===== src/rtl/core/mono_framebuffer_draw_engine_defines.svh =====
// Assertion macros for the monochrome framebuffer draw engine.
// Used by the top level only; every macro expects clk and rst in scope.
`ifndef MONO_FRAMEBUFFER_DRAW_ENGINE_DEFINES_SVH
`define MONO_FRAMEBUFFER_DRAW_ENGINE_DEFINES_SVH

// Same-cycle implication, disabled during reset.
`define MFB_ASSERT_SAME(label, ante, cons, msg) \
  label: assert property (@(posedge clk) disable iff (rst) (ante) |-> (cons)) \
    else $error(msg);

// Next-cycle implication, disabled during reset.
`define MFB_ASSERT_NEXT(label, ante, cons, msg) \
  label: assert property (@(posedge clk) disable iff (rst) (ante) |=> (cons)) \
    else $error(msg);

`endif


===== src/rtl/core/mfb_pkg.sv =====
// Shared types and constants for the monochrome framebuffer draw engine.
// No dependencies; imported by the walker, the frame memory and the top level.
`timescale 1ns / 1ps

package mfb_pkg;

  // Signed working coordinate, wide enough for corner plus size sums.
  typedef logic signed [14:0] crd_t;

  // One drawing job for the walker: a clipped rectangle or a line.
  typedef struct packed {
    logic       is_line;
    crd_t       x0;
    crd_t       y0;
    crd_t       w;
    crd_t       h;
    crd_t       x1;
    crd_t       y1;
    logic       on;
    logic       pattern;
    logic [7:0] level;
  } walk_job_t;

  // Operation that travels with one frame memory request.
  typedef struct packed {
    logic       read;
    logic [2:0] bit_sel;
    logic       on;
  } fb_op_t;

  // Command opcodes.
  localparam logic [2:0] OP_POINT = 3'd0;
  localparam logic [2:0] OP_LINE  = 3'd1;
  localparam logic [2:0] OP_FILL  = 3'd2;
  localparam logic [2:0] OP_FRAME = 3'd3;
  localparam logic [2:0] OP_LEVEL = 3'd4;
  localparam logic [2:0] OP_READ  = 3'd5;

  // Drawing phases of one command.
  localparam logic [2:0] PH_SINGLE   = 3'd0;
  localparam logic [2:0] PH_TOP      = 3'd1;
  localparam logic [2:0] PH_BOTTOM   = 3'd2;
  localparam logic [2:0] PH_LEFT     = 3'd3;
  localparam logic [2:0] PH_RIGHT    = 3'd4;
  localparam logic [2:0] PH_INTERIOR = 3'd5;

  // Configuration register indexes and reset values.
  localparam logic [7:0] REG_ACTIVE_WIDTH  = 8'd0;
  localparam logic [7:0] REG_ACTIVE_HEIGHT = 8'd1;
  localparam logic [7:0] ACTIVE_WIDTH_RST  = 8'd128;
  localparam logic [6:0] ACTIVE_HEIGHT_RST = 7'd64;

  // Largest legal level bar size.
  localparam logic signed [11:0] LEVEL_SIZE_MAX = 12'sd257;

endpackage


===== src/rtl/core/mfb_walker.sv =====
// Pixel walker: steps a clipped rectangle or a Bresenham line one pixel at a time.
// Depends on mfb_pkg; feeds pixel requests to the frame memory.
`timescale 1ns / 1ps

module mfb_walker #(
  parameter int FB_WIDTH = 128,
  parameter int AW       = 10
) (
  input  logic               clk,
  input  logic               rst,
  input  logic               start,
  input  mfb_pkg::walk_job_t job,
  input  logic [8:0]         lw,
  input  logic [8:0]         lh,
  output logic               busy,
  output logic               done,
  output logic               pix_valid,
  input  logic               pix_ready,
  output logic [AW-1:0]      pix_addr,
  output mfb_pkg::fb_op_t    pix_op
);
  import mfb_pkg::*;

  typedef enum logic [2:0] {
    W_IDLE = 3'b001,
    W_RECT = 3'b010,
    W_LINE = 3'b100
  } walk_state_t;

  walk_state_t state;
  walk_job_t   job_q;

  // Rectangle walk registers.
  logic [8:0] cx, cs, ce, cy, re;
  // Line walk registers.
  crd_t       lx, ly;
  logic [12:0] m, ldx, ldy, lcnt, lcount;
  logic        sx_neg, sy_neg, steep;

  // Setup terms.
  crd_t lw_s, lh_s, cs_c, ce_raw, ce_c, rs_c, re_raw, re_c, adx, ady;
  logic rect_empty, steep_c;

  // Line step terms.
  logic        inrange, line_adv, carry, step_x, step_y;
  logic [13:0] acc;
  logic [12:0] lim, m_next;
  crd_t        lx_next, ly_next;

  // Pixel terms.
  crd_t       cx_s, i_full;
  logic [7:0] iv, px, py;
  logic       jpar, pat_on, color;

  assign lw_s = {6'b0, lw};
  assign lh_s = {6'b0, lh};

  // Clip the rectangle against the active area; also the line deltas and slope.
  always_comb begin
    cs_c       = job.x0[14] ? '0 : job.x0;
    ce_raw     = job.x0 + job.w;
    ce_c       = (ce_raw > lw_s) ? lw_s : ce_raw;
    rs_c       = job.y0[14] ? '0 : job.y0;
    re_raw     = job.y0 + job.h;
    re_c       = (re_raw > lh_s) ? lh_s : re_raw;
    rect_empty = (ce_c <= cs_c) || (re_c <= rs_c);
    adx        = (job.x1 >= job.x0) ? (job.x1 - job.x0) : (job.x0 - job.x1);
    ady        = (job.y1 >= job.y0) ? (job.y1 - job.y0) : (job.y0 - job.y1);
    steep_c    = !(adx > ady);
  end

  // Shared error-term adder and compare of the line walk.
  always_comb begin
    inrange = !lx[14] && (lx < lw_s) && !ly[14] && (ly < lh_s);
    acc     = {1'b0, m} + {1'b0, (steep ? ldx : ldy)};
    lim     = steep ? ldy : ldx;
    carry   = acc >= {1'b0, lim};
    m_next  = carry ? 13'(acc - {1'b0, lim}) : acc[12:0];
    step_x  = steep ? carry : 1'b1;
    step_y  = steep ? 1'b1 : carry;
    lx_next = lx + (step_x ? (sx_neg ? -15'sd1 : 15'sd1) : 15'sd0);
    ly_next = ly + (step_y ? (sy_neg ? -15'sd1 : 15'sd1) : 15'sd0);
    line_adv = (state == W_LINE) && (!inrange || pix_ready);
  end

  // Pixel color, including the checkered level pattern.
  always_comb begin
    cx_s   = {6'b0, cx};
    i_full = cx_s - job_q.x0;
    iv     = i_full[7:0];
    jpar   = cy[0] ^ job_q.y0[0];
    pat_on = (iv < job_q.level) ? (iv[0] ^ jpar)
                                : ((iv == job_q.level) && (iv != 8'd0));
    color  = ((state == W_RECT) && job_q.pattern) ? pat_on : job_q.on;
    px     = (state == W_RECT) ? cx[7:0] : lx[7:0];
    py     = (state == W_RECT) ? cy[7:0] : ly[7:0];
  end

  assign pix_valid      = (state == W_RECT) || ((state == W_LINE) && inrange);
  assign pix_addr       = AW'(FB_WIDTH * int'(py[7:3]) + int'(px));
  assign pix_op.read    = 1'b0;
  assign pix_op.bit_sel = py[2:0];
  assign pix_op.on      = color;
  assign busy           = (state != W_IDLE);

  // Walk sequencer.
  always_ff @(posedge clk) begin
    if (rst) begin
      state <= W_IDLE;
      done  <= 1'b0;
    end else begin
      done <= 1'b0;
      unique case (state)
        W_IDLE: begin
          if (start) begin
            job_q <= job;
            if (job.is_line) begin
              lx     <= job.x0;
              ly     <= job.y0;
              m      <= '0;
              ldx    <= adx[12:0];
              ldy    <= ady[12:0];
              lcnt   <= '0;
              lcount <= steep_c ? ady[12:0] : adx[12:0];
              sx_neg <= job.x1 < job.x0;
              sy_neg <= job.y1 < job.y0;
              steep  <= steep_c;
              state  <= W_LINE;
            end else if (rect_empty) begin
              done <= 1'b1;
            end else begin
              cx    <= cs_c[8:0];
              cs    <= cs_c[8:0];
              ce    <= ce_c[8:0];
              cy    <= rs_c[8:0];
              re    <= re_c[8:0];
              state <= W_RECT;
            end
          end
        end
        W_RECT: begin
          if (pix_ready) begin
            if ((cx + 9'd1) == ce) begin
              cx <= cs;
              if ((cy + 9'd1) == re) begin
                done  <= 1'b1;
                state <= W_IDLE;
              end else begin
                cy <= cy + 9'd1;
              end
            end else begin
              cx <= cx + 9'd1;
            end
          end
        end
        W_LINE: begin
          if (line_adv) begin
            lx <= lx_next;
            ly <= ly_next;
            m  <= m_next;
            if (lcnt == lcount) begin
              done  <= 1'b1;
              state <= W_IDLE;
            end else begin
              lcnt <= lcnt + 13'd1;
            end
          end
        end
        default: state <= W_IDLE;
      endcase
    end
  end

endmodule


===== config.mk =====
export PLATFORM = sky130hd
export DESIGN_NAME = mfb_walker
export DESIGN_NICKNAME = d
export VERILOG_FILES = /design/src/rtl/core/mono_framebuffer_draw_engine_defines.svh /design/src/rtl/core/mfb_pkg.sv /design/src/rtl/core/mfb_walker.sv
export SDC_FILE = /design/constraint.sdc
export NUM_CORES = 1
export LEC_CHECK = 0
export CAP_MARGIN = 15
export CORE_MARGIN = 4
export CORE_UTILIZATION = 35
export DETAILED_ROUTE_END_ITERATION = 8
export DONT_BUFFER_PORTS = 1
export MAX_ROUTING_LAYER = met4
export PLACE_DENSITY_LB_ADDON = 0.3
export SETUP_SLACK_MARGIN = 0.15
export SYNTH_ARGS = -nofsm -noshare
export SYNTH_HDL_FRONTEND = slang
export SYNTH_SLANG_ARGS = --single-unit

===== constraint.sdc =====
create_clock -name clk -period 18.9 [get_ports clk]
set_clock_uncertainty 0.1 [all_clocks]
set_input_delay 4.725 -clock clk [delete_from_list [all_inputs] [get_ports clk]]
set_output_delay 4.725 -clock clk [all_outputs]
set_load 0.01 [all_outputs]

## Word-level counts from Yosys, hierarchy flattened

Cells that the tools add are included.

| storage, ports and cells | value |
|---|---|
| word-level logic and storage cells | 166 |
| bits of input ports | 123 |
| bits in registers | 166 |

| operators by class | value |
|---|---|
| equality and inequality tests | 20 |
| add/subtract/negate cells | 15 |
| bitwise logic cells | 5 |
| muxes and demuxes | 66 |
| magnitude comparators | 13 |
| reduce and logical (&&, ||, !) cells | 25 |

Operators with widths:

| cell | count |
|---|---|
| $mux 15 | 14 |
| $mux 13 | 9 |
| $mux 9 | 11 |
| $add 15x15->15 | 4 |
| $pmux 15 s2 | 2 |
| $sub 15x15->15 | 4 |
| $pmux 13 s2 | 2 |
| $pmux 9 s2 | 2 |
| $ge 15x15->1 | 2 |
| $gt 15x10->1 | 2 |
| $le 15x15->1 | 2 |
| $lt 15x10->1 | 2 |
| $lt 15x15->1 | 2 |
| $mux 14 | 2 |
| $mux 3 | 8 |
| $add 9x1->9 const B | 2 |
| $eq 9x9->1 | 2 |
| $ne 2x2->1 const B | 8 |
| $gt 15x15->1 | 1 |
| $add 13x13->14 | 1 |
| $ge 14x13->1 | 1 |
| $add 13x1->13 const B | 1 |
| $eq 13x13->1 | 1 |
| $sub 13x13->13 | 1 |
| other kinds (28) | 58 |

## Depth between registers and ports, before layout

Gate-level depths: netlist of the first run.

| depth | value |
|---|---|
| depth after elaboration | 9 |
| gate-level depth with buffers | 33 |

## Worst setup path before layout of the first run

OpenSTA, ideal clock, no wires.

| path | value |
|---|---|
| path type | input-to-reg |
| start | input job[55] (netlist bit) |
| end | register ce[0], enable pin |
| setup slack | 7.442 ns |
| stages on the path | 25 |
| arrival | 10.911 ns |
| path through | ha_1 -> fa_1 -> a211oi_1 -> o21bai_1 -> a21oi_1 -> xnor2_1 -> ha_1 -> nand2_1 -> a21oi_1 -> a211oi_1 -> o21a_1 -> o211ai_1 -> nor3_1 -> a21boi_0 -> buf_2 -> mux2_2 -> ha_1 -> nor2b_1 -> o21ai_0 -> a21oi_1 -> nor3_1 -> o31a_1 -> nor4_1 -> nand3_1 -> nor3_1 |

| between the ends | value |
|---|---|
| cells in the longest elaborated chain, start to end | 7 |

RTL lines:

| what | line | text |
|---|---|---|
| from (decl) | mfb_walker.sv:12 | `input mfb_pkg::walk_job_t job,` |
| $add 15x15->15 (*) | mfb_walker.sv:61 | `ce_raw = job.x0 + job.w;` |
| $gt 15x10->1 | mfb_walker.sv:62 | `ce_c = (ce_raw > lw_s) ? lw_s : ce_raw;` |
| $mux 15 (*) | mfb_walker.sv:62 |  |
| named net ce_c[1] | mfb_walker.sv:41 | `crd_t lw_s, lh_s, cs_c, ce_raw, ce_c, rs_c, re_raw, re_c, adx, ady;` |
| $le 15x15->1 (*) | mfb_walker.sv:66 | `rect_empty = (ce_c <= cs_c) \|\| (re_c <= rs_c);` |
| $logic_or 1x1->1 (*) | mfb_walker.sv:66 |  |
| $not 1->1 (no source line) (*) | n/a |  |
| $reduce_and 5->1 (no source line) (*) | n/a |  |
| to (signal assigned) | mfb_walker.sv:134 | `ce <= ce_c[8:0];` |
| to (decl) | mfb_walker.sv:34 | `logic [8:0] cx, cs, ce, cy, re;` |

Mark *: on every way through the listed nets, which the timed path passes. The rest lies on a longest branch.
A chain may end at the register's enable or synchronous reset.

## Final worst setup path of the first run

| path | value |
|---|---|
| start | input lw[1] |
| end | output pix_valid |

| between the ends | value |
|---|---|
| cells in the longest elaborated chain, start to end | 6 |

RTL lines:

| what | line | text |
|---|---|---|
| from (decl) | mfb_walker.sv:13 | `input logic [8:0] lw,` |
| $lt 15x10->1 | mfb_walker.sv:74 | `inrange = !lx[14] && (lx < lw_s) && !ly[14] && (ly < lh_s);` |
| $logic_and 1x1->1 (3 in series) | mfb_walker.sv:74 |  |
| $logic_and 1x1->1 | mfb_walker.sv:99 | `assign pix_valid = (state == W_RECT) \|\| ((state == W_LINE) && inrange);` |
| $logic_or 1x1->1 | mfb_walker.sv:99 |  |
| to (decl) | mfb_walker.sv:17 | `output logic pix_valid,` |

Every way passes these cells.

==> metrics.yaml, run 1 <==
status:
  status: "complete, no violations"
clock_network:
  cts_max_path_buffers: 2
  cts-hold-fix-buffers: 0
  cts_setup_buffers: 0
  htreeDepth: 4
  clk_pin_slew_ps: 70
  cts_made_buffers: 17
  root_buffer: "clkbuf_16"
  cts_tree: "yes"
  insertion_delay_ps: 450
  cts_sinks: 166
  cts_resized: 0
critical_path:
  critPathMaxFanout: 3
  crit_slowest_cell: "or4_1"
  required_ps: 14070
  crit_chain: "inv_1 -> ha_1 -> a21o_1 -> a21o_1 -> a21oi_1 -> o21ai_0 -> or4_1 -> o21ai_0"
  startpoint_type: "primary input"
  rrSetupSlack_ps: 10650
  critPathMaxStageDelay_ps: 540
  worstSetupEndpointType: "primary output"
  critPathKind: "primary input to primary output"
  cp_top_family: "compound AO/OA/AOI/OAI gates"
  critical_path.n_buffers_inverters: 1
  arrival_ps: 6800
yosys:
  synth_top_cells_by_area: "edfxtp_1 29%, ha_1 18%, xnor2_1 5.0%"
  synth_fp_nets: 2196
  syn_avg_cell_area_um2: 9.102
  yosysUniqueCellTypes: 79
  yosysWarningCount: 0
  synth_top_area_share_pct: 29.29
  yosys_register_bits: 166
  yosysTopAreaCell: "edfxtp_1"
  synth_edf_count: 162
  synthCells: 1825
  async_reset_ff_share_pct: 0
  syn_area_um2: 16610
  ys_seq_area_share_pct: 29.77
  yosys_most_used_dff: "edfxtp_1"
floorplan:
  num_rows: 79
  dieArea_um2: 51010
  initial_core_util_pct: 35.53
  dieHeight_um: 225.9
  die_w_um: 225.9
  core_um2: 46750
  pin_count: 141
detailed_routing:
  routed_via_density: 5.496
  drtPass1Iterations: 5
  drc: 0
  ant_nets: 0
  drt-total-wl_mm: 48.30
  vias: 13360
  wl_per_cell_um: 19.87
  drt_iter0_markers: 987
sta:
  setup_viol: 0
  tightest_slew_ps: 1112
  slew-limit-headroom_pct: 25.72
  rsz0062_at_grt: "no"
  post-route-period-util_pct: 61.52
  report.final.slew_viol_count: 0
  tns_ps: 0
  hold_viol_final: 0
  fmax_ghz: 0.08600
  setup_slack_ps: 7273
  timing.hold.ws_ps: 528.9
  post-route-min-period_ps: 11630
global_routing:
  grt_overflow: 0
  grt_pass1_wl_mm: 74.13
  grt_antenna_before_repair: 0
  grt_max_degree: 76
  first_global_vias: 13080
  grt_use_total_pct: 19.20
power:
  p_total_mw: 1.449
  leakagePower_nw: 7.745
  power_density_nw_per_um2: 80.82
  ir_worst_vdd_uv: 48.97
final_layout:
  layout_commonest_cell: "ha_1"
  syn_to_final_growth_pct: 7.939
  layout.nets: 2182
  diodes: 0
  final_cell_mix: "237 x ha_1, 169 x nand2_1, 162 x edfxtp_1"
  drive_gt1_share_pct: 6.469
placed_design:
  dpl.hpwl_mm: 38.69
  gp_congestion: 0.9207
  portBuffers: 0
  place_ws_ps: 7221
flow_run:
  drv_cap: 0
worst_hold_path:
  hp-class: "register to register"
-- layout make-up --
| type | instances | area (um2) |
|---|---|---|
| flip-flops and latches | 166 | 4945 |
| fillers | 4706 | 28820 |
| inverters | 159 | 596.8 |
| clock buffers | 17 | 425.4 |
| well taps | 607 | 759.5 |
| clock inverters | 15 | 210.2 |
| repair buffers | 19 | 140.1 |
| multi-input cells | 1448 | 10850 |
-- metal layers --
layer,wire length (um),vias up,global-route usage [%],share of wire (%)
met4,640,0,3.557,1.3
li1,-,6591,-,-
met3,3075,42,3.861,6.4
met5,0,-,-,0
met1,22100,6397,25.36,46
met2,22480,330,30.97,47
-- kinds of logic after synthesis --
kind of cell	synth area share (%)
DFF	29.77
muxes	5.988
AOI/OAI and AO/OA	17.02
and+or+nand+nor	14.60
other	0.02258
adders and majority gates	19.18
buffers and inverters	5.039
xor gates and xnor gates	8.384
-- Yosys cell counts (14+ instances only) --
library cell and instances:
xnor2_1 94, ha_1 237, a21oi_1 131, a211oi_1 16, mux2_2 35, nor3_1 40, nand2b_1 23, nor2_1 114
nand4_1 30, a31oi_1 19, and3_1 15, nand3_1 39, inv_1 158, xor2_1 65, o21bai_1 18, nor2b_1 23
mux2i_1 48, clkbuf_1 32, buf_2 15, o21ai_0 96, edfxtp_1 162, o21a_1 14, a21o_1 70, nand2_1 169
-- worst reg2reg max path, delay by kind of cell, from the launching register on --
family                     cells  cell delay [ps]
AOI/OAI and AO/OA             14             3570
and+or+nand+nor                5             1130
adders and majority gates      4             1090
buffers and inverters          2              910
DFF                            1              440
muxes                          1              400
xor gates and xnor gates       2              330
-- power breakdown --
part / switching (mW) / leakage (nW) / internal (mW) / total, mW
registers: 0.00966 / 1.52 / 0.434 / 0.444
logic: 0.356 / 5.92 / 0.267 / 0.623
clock network: 0.167 / 0.306 / 0.215 / 0.382
-- metrics by stage --
step	area, um2	util (%)	instances
5_1_grt	17930	38.35	2431
4_1_cts	17920	38.34	2430
6_report	17930	38.35	2431
3_3_place_gp	17290	36.98	2398
3_5_place_dp	17290	36.98	2398
2_1_floorplan	16610	-	1825
-- state kept, by name, indices dropped and copies added (netlist names), 9 cells and up --
| name | flops |
|---|---|
| ce | 9 |
| cs | 9 |
| cx | 9 |
| cy | 9 |
| job_q | 19 |
| lcnt | 13 |
| lcount | 13 |
| ldx | 13 |
| ldy | 13 |
| lx | 15 |
| ly | 15 |
| m | 13 |
| re | 9 |
-- worst paths after layout --
path / start / end / cells after the start
setup / recovery: lw[1] / pix_valid / 8
hold / removal: cs[6]$_DFFE_PP_ / cx[6]$_DFFE_PP_ / 2
setup reg to reg: steep$_DFFE_PP_ / lx[11]$_DFFE_PP_ / 28
hold reg to reg: cs[6]$_DFFE_PP_ / cx[6]$_DFFE_PP_ / 2
(Power assumes the default switching activity.)
==> run 2, diff against run 1 <==
==> constraint.sdc (replaced) <==
create_clock -name clk -period 10.61 [get_ports clk]
set_clock_uncertainty 0.1 [all_clocks]
set_input_delay 2.6525 -clock clk [delete_from_list [all_inputs] [get_ports clk]]
set_output_delay 2.6525 -clock clk [all_outputs]
set_load 0.01 [all_outputs]
==> run 2 against run 1 <==
Sequential share of layout area increased by 0.062 points. Critical path type is now primary input to register. Sequential power rose by 78%. Total power rose by 77%. Clock power grew 71%. Via count up 0.81%. Core utilization decreased by 0.086 points. Hold slack worse by 6.0 ps. Critical path depth increased by 15. Global-route usage hardly changed. Wire length rose by 1.5%. Highest routed layer unchanged. Non-clock buffer count unchanged. Final cell count is essentially flat.
==> metrics.yaml, run 2 (synthesis results as in run 1) <==
worst_hold_path:
  hp-class: "register to register"  # unchanged
final_layout:
  layout.nets: 2182  # unchanged
  fin_area_um2: 17890  # was 17930 um2
  top_register: "job_q"  # unchanged
  nFillCells: 4660  # was 4706
  largest_reg_flops: 19  # unchanged
  drive_gt1_share_pct: 6.360  # was 6.469%
  layout_commonest_cell: "ha_1"  # unchanged
  final_cells: 2432  # was 2431
  reg_top3: "job_q (19), lx (15), ly (15)"  # unchanged
  syn_to_final_growth_pct: 7.698  # was 7.939%
  final_cell_mix: "237 x ha_1, 169 x nand2_1, 162 x edfxtp_1"  # unchanged
  post-route-util_pct: 38.26  # was 38.35%
clock_network:
  clk_pin_slew_ps: 80  # was 70 ps
  cts_tree: "yes"  # unchanged
  htreeDepth: 4  # unchanged
  cts_max_path_buffers: 2  # unchanged
  insertion_delay_ps: 450  # about the same
  root_buffer: "clkbuf_16"  # unchanged
  cts_sinks: 166  # unchanged
  cts_resized: 0  # unchanged
  cts_made_buffers: 17  # unchanged
  cts_setup_buffers: 0  # unchanged
  cts-hold-fix-buffers: 0  # unchanged
global_routing:
  first_global_vias: 13070  # was 13080
  grt_use_total_pct: 19.25  # was 19.20%
  grt_max_degree: 76  # unchanged
  grt_antenna_before_repair: 1  # was 0
  grt_pass1_wl_mm: 74.29  # was 74.13 mm
  grt_overflow: 0  # unchanged
power:
  p_int_mw: 1.606  # was 0.9165 mW
  p_sw_mw: 0.9596  # was 0.5327 mW
  power_density_nw_per_um2: 143.4  # was 80.82 nW/um2
  power_frac_comb_pct: 43.7  # was 43.0%
  leakagePower_nw: 7.725  # was 7.745 nW
  p_total_mw: 2.566  # was 1.449 mW
  seqPwrFrac_pct: 30.8  # was 30.6%
  ir_worst_vdd_uv: 83.28  # was 48.97 uV
  clkPwrFrac_pct: 25.5  # was 26.4%
  netSwitchingFraction_pct: 37.40  # was 36.76%
detailed_routing:
  routed_via_density: 5.538  # was 5.496
  drt-total-wl_mm: 49.00  # was 48.30 mm
  ant_nets: 0  # unchanged
  drt_iter0_markers: 1082  # was 987
  drc: 0  # unchanged
  drtPass1Iterations: 6  # was 5
  wl_per_cell_um: 20.15  # was 19.87 um
  vias: 13470  # was 13360
sta:
  setup_slack_ps: 1447  # was 7273 ps
  post-route-period-util_pct: 86.37
  report.final.slew_viol_count: 0  # unchanged
  rsz0062_at_grt: "no"  # unchanged
  fmax_ghz: 0.1091
  setup_viol: 0  # unchanged
  tns_ps: 0  # unchanged
  timing.hold.ws_ps: 522.9  # was 528.9 ps
  hold_viol_final: 0  # unchanged
  post-route-min-period_ps: 9163
  tightest_slew_ps: 1059  # was 1112 ps
  slew-limit-headroom_pct: 29.27  # was 25.72%
flow_run:
  drv_cap: 0  # unchanged
critical_path:
  critPathKind: "primary input to register"  # was primary input to primary output
  critPathMaxFanout: 19  # was 3
  worstSetupEndpointType: "register"  # was primary output
  required_ps: 10630  # was 14070 ps
  critPathMaxStageDelay_ps: 830  # was 540 ps
  crit_chain: "ha_1 -> fa_1 -> a211oi_1 -> o21ai_0 -> a31oi_1 -> xnor2_1 -> ha_1 -> nor2b_1 -> nor3_1 -> a21oi_1 -> nor4_4 -> nor2b_1 -> mux2_4 -> ha_1 -> a21oi_1 -> o21ai_0 -> a21o_1 -> a211oi_1 -> and3_1 -> nor4_1 -> nand3_1 -> nor3_2 -> buf_4"  # was inv_1 -> ha_1 -> a21o_1 -> a21o_1 -> a21oi_1 -> o21ai_0 -> or4_1 -> o21ai_0
  cp_top_family: "simple AND/OR/NAND/NOR gates"  # was compound AO/OA/AOI/OAI gates
  critical_path.n_buffers_inverters: 1  # unchanged
  crit_slowest_cell: "nor2b_1"  # was or4_1
  crit_top_cell: "ha_1"
  startpoint_type: "primary input"  # unchanged
  arrival_ps: 9180  # was 6800 ps
  rrSetupSlack_ps: 2760  # was 10650 ps
placed_design:
  dpl.hpwl_mm: 38.81  # was 38.69 mm
  placedCellCount: 2399  # was 2398
  dpl_cell_area_um2: 17300  # was 17290 um2
  portBuffers: 0  # unchanged
  place_ws_ps: 1134  # was 7221 ps
  gp_congestion: 0.9292  # was 0.9207
floorplan:
  dieArea_um2: 51010  # unchanged
  dieHeight_um: 225.9  # unchanged
  num_rows: 79  # unchanged
  pin_count: 141  # unchanged
  initial_core_util_pct: 35.53  # unchanged
  die_w_um: 225.9  # unchanged
  core_um2: 46750  # unchanged
status:
  status: "complete, no violations"  # unchanged
[run 2: path summary, 6_finish.rpt]
path,from,cells past startpoint,endpoint
worst min-delay path,cs[0]$_DFFE_PP_,2,cx[0]$_DFFE_PP_
worst max-delay path,job[40],23,ce[4]$_DFFE_PP_
worst max register to register,steep$_DFFE_PP_,29,lx[11]$_DFFE_PP_
worst min register to register,cs[0]$_DFFE_PP_,2,cx[0]$_DFFE_PP_
[run 2: worst register-to-register path, delay by kind of cell (launching register included)]
kind / cells / cell delay (ps)
AOI/OAI and AO/OA: 14 / 3640
and+or+nand+nor: 5 / 710
muxes: 1 / 400
adders and majority gates: 4 / 1080
buffers and inverters: 3 / 920
DFF: 1 / 410
xor gates and xnor gates: 2 / 320
[run 2: layout make-up]
type	instances	area, um2	area share (%)
flip-flops and latches	166	4945	27.64
clock buffers	18	429.2	2.399
well taps	607	759.5	4.245
diodes	1	2.502	0.01399
clock inverters	14	161.4	0.9022
multi-input cells	1448	10850	60.67
inverters	159	596.8	3.336
repair buffers	19	142.6	0.7973
[run 2: routing by layer]
metal	vias up	track usage [%]	part of all wire [%]
met5	-	-	0
met4	0	4.110	1.5
met3	43	3.380	5.8
met2	370	31.13	47
met1	6473	25.45	46
li1	6582	-	-
[run 2: power by group through the flow]
stage,combinational [mW],clock (mW),sequential (mW)
after floorplan,0.855,0,0.799
after global placement,1.08,0,0.805
after detailed placement,1.11,0,0.805
after CTS,1.12,0.661,0.791
after global routing,1.25,0.688,0.793
final,1.12,0.654,0.791
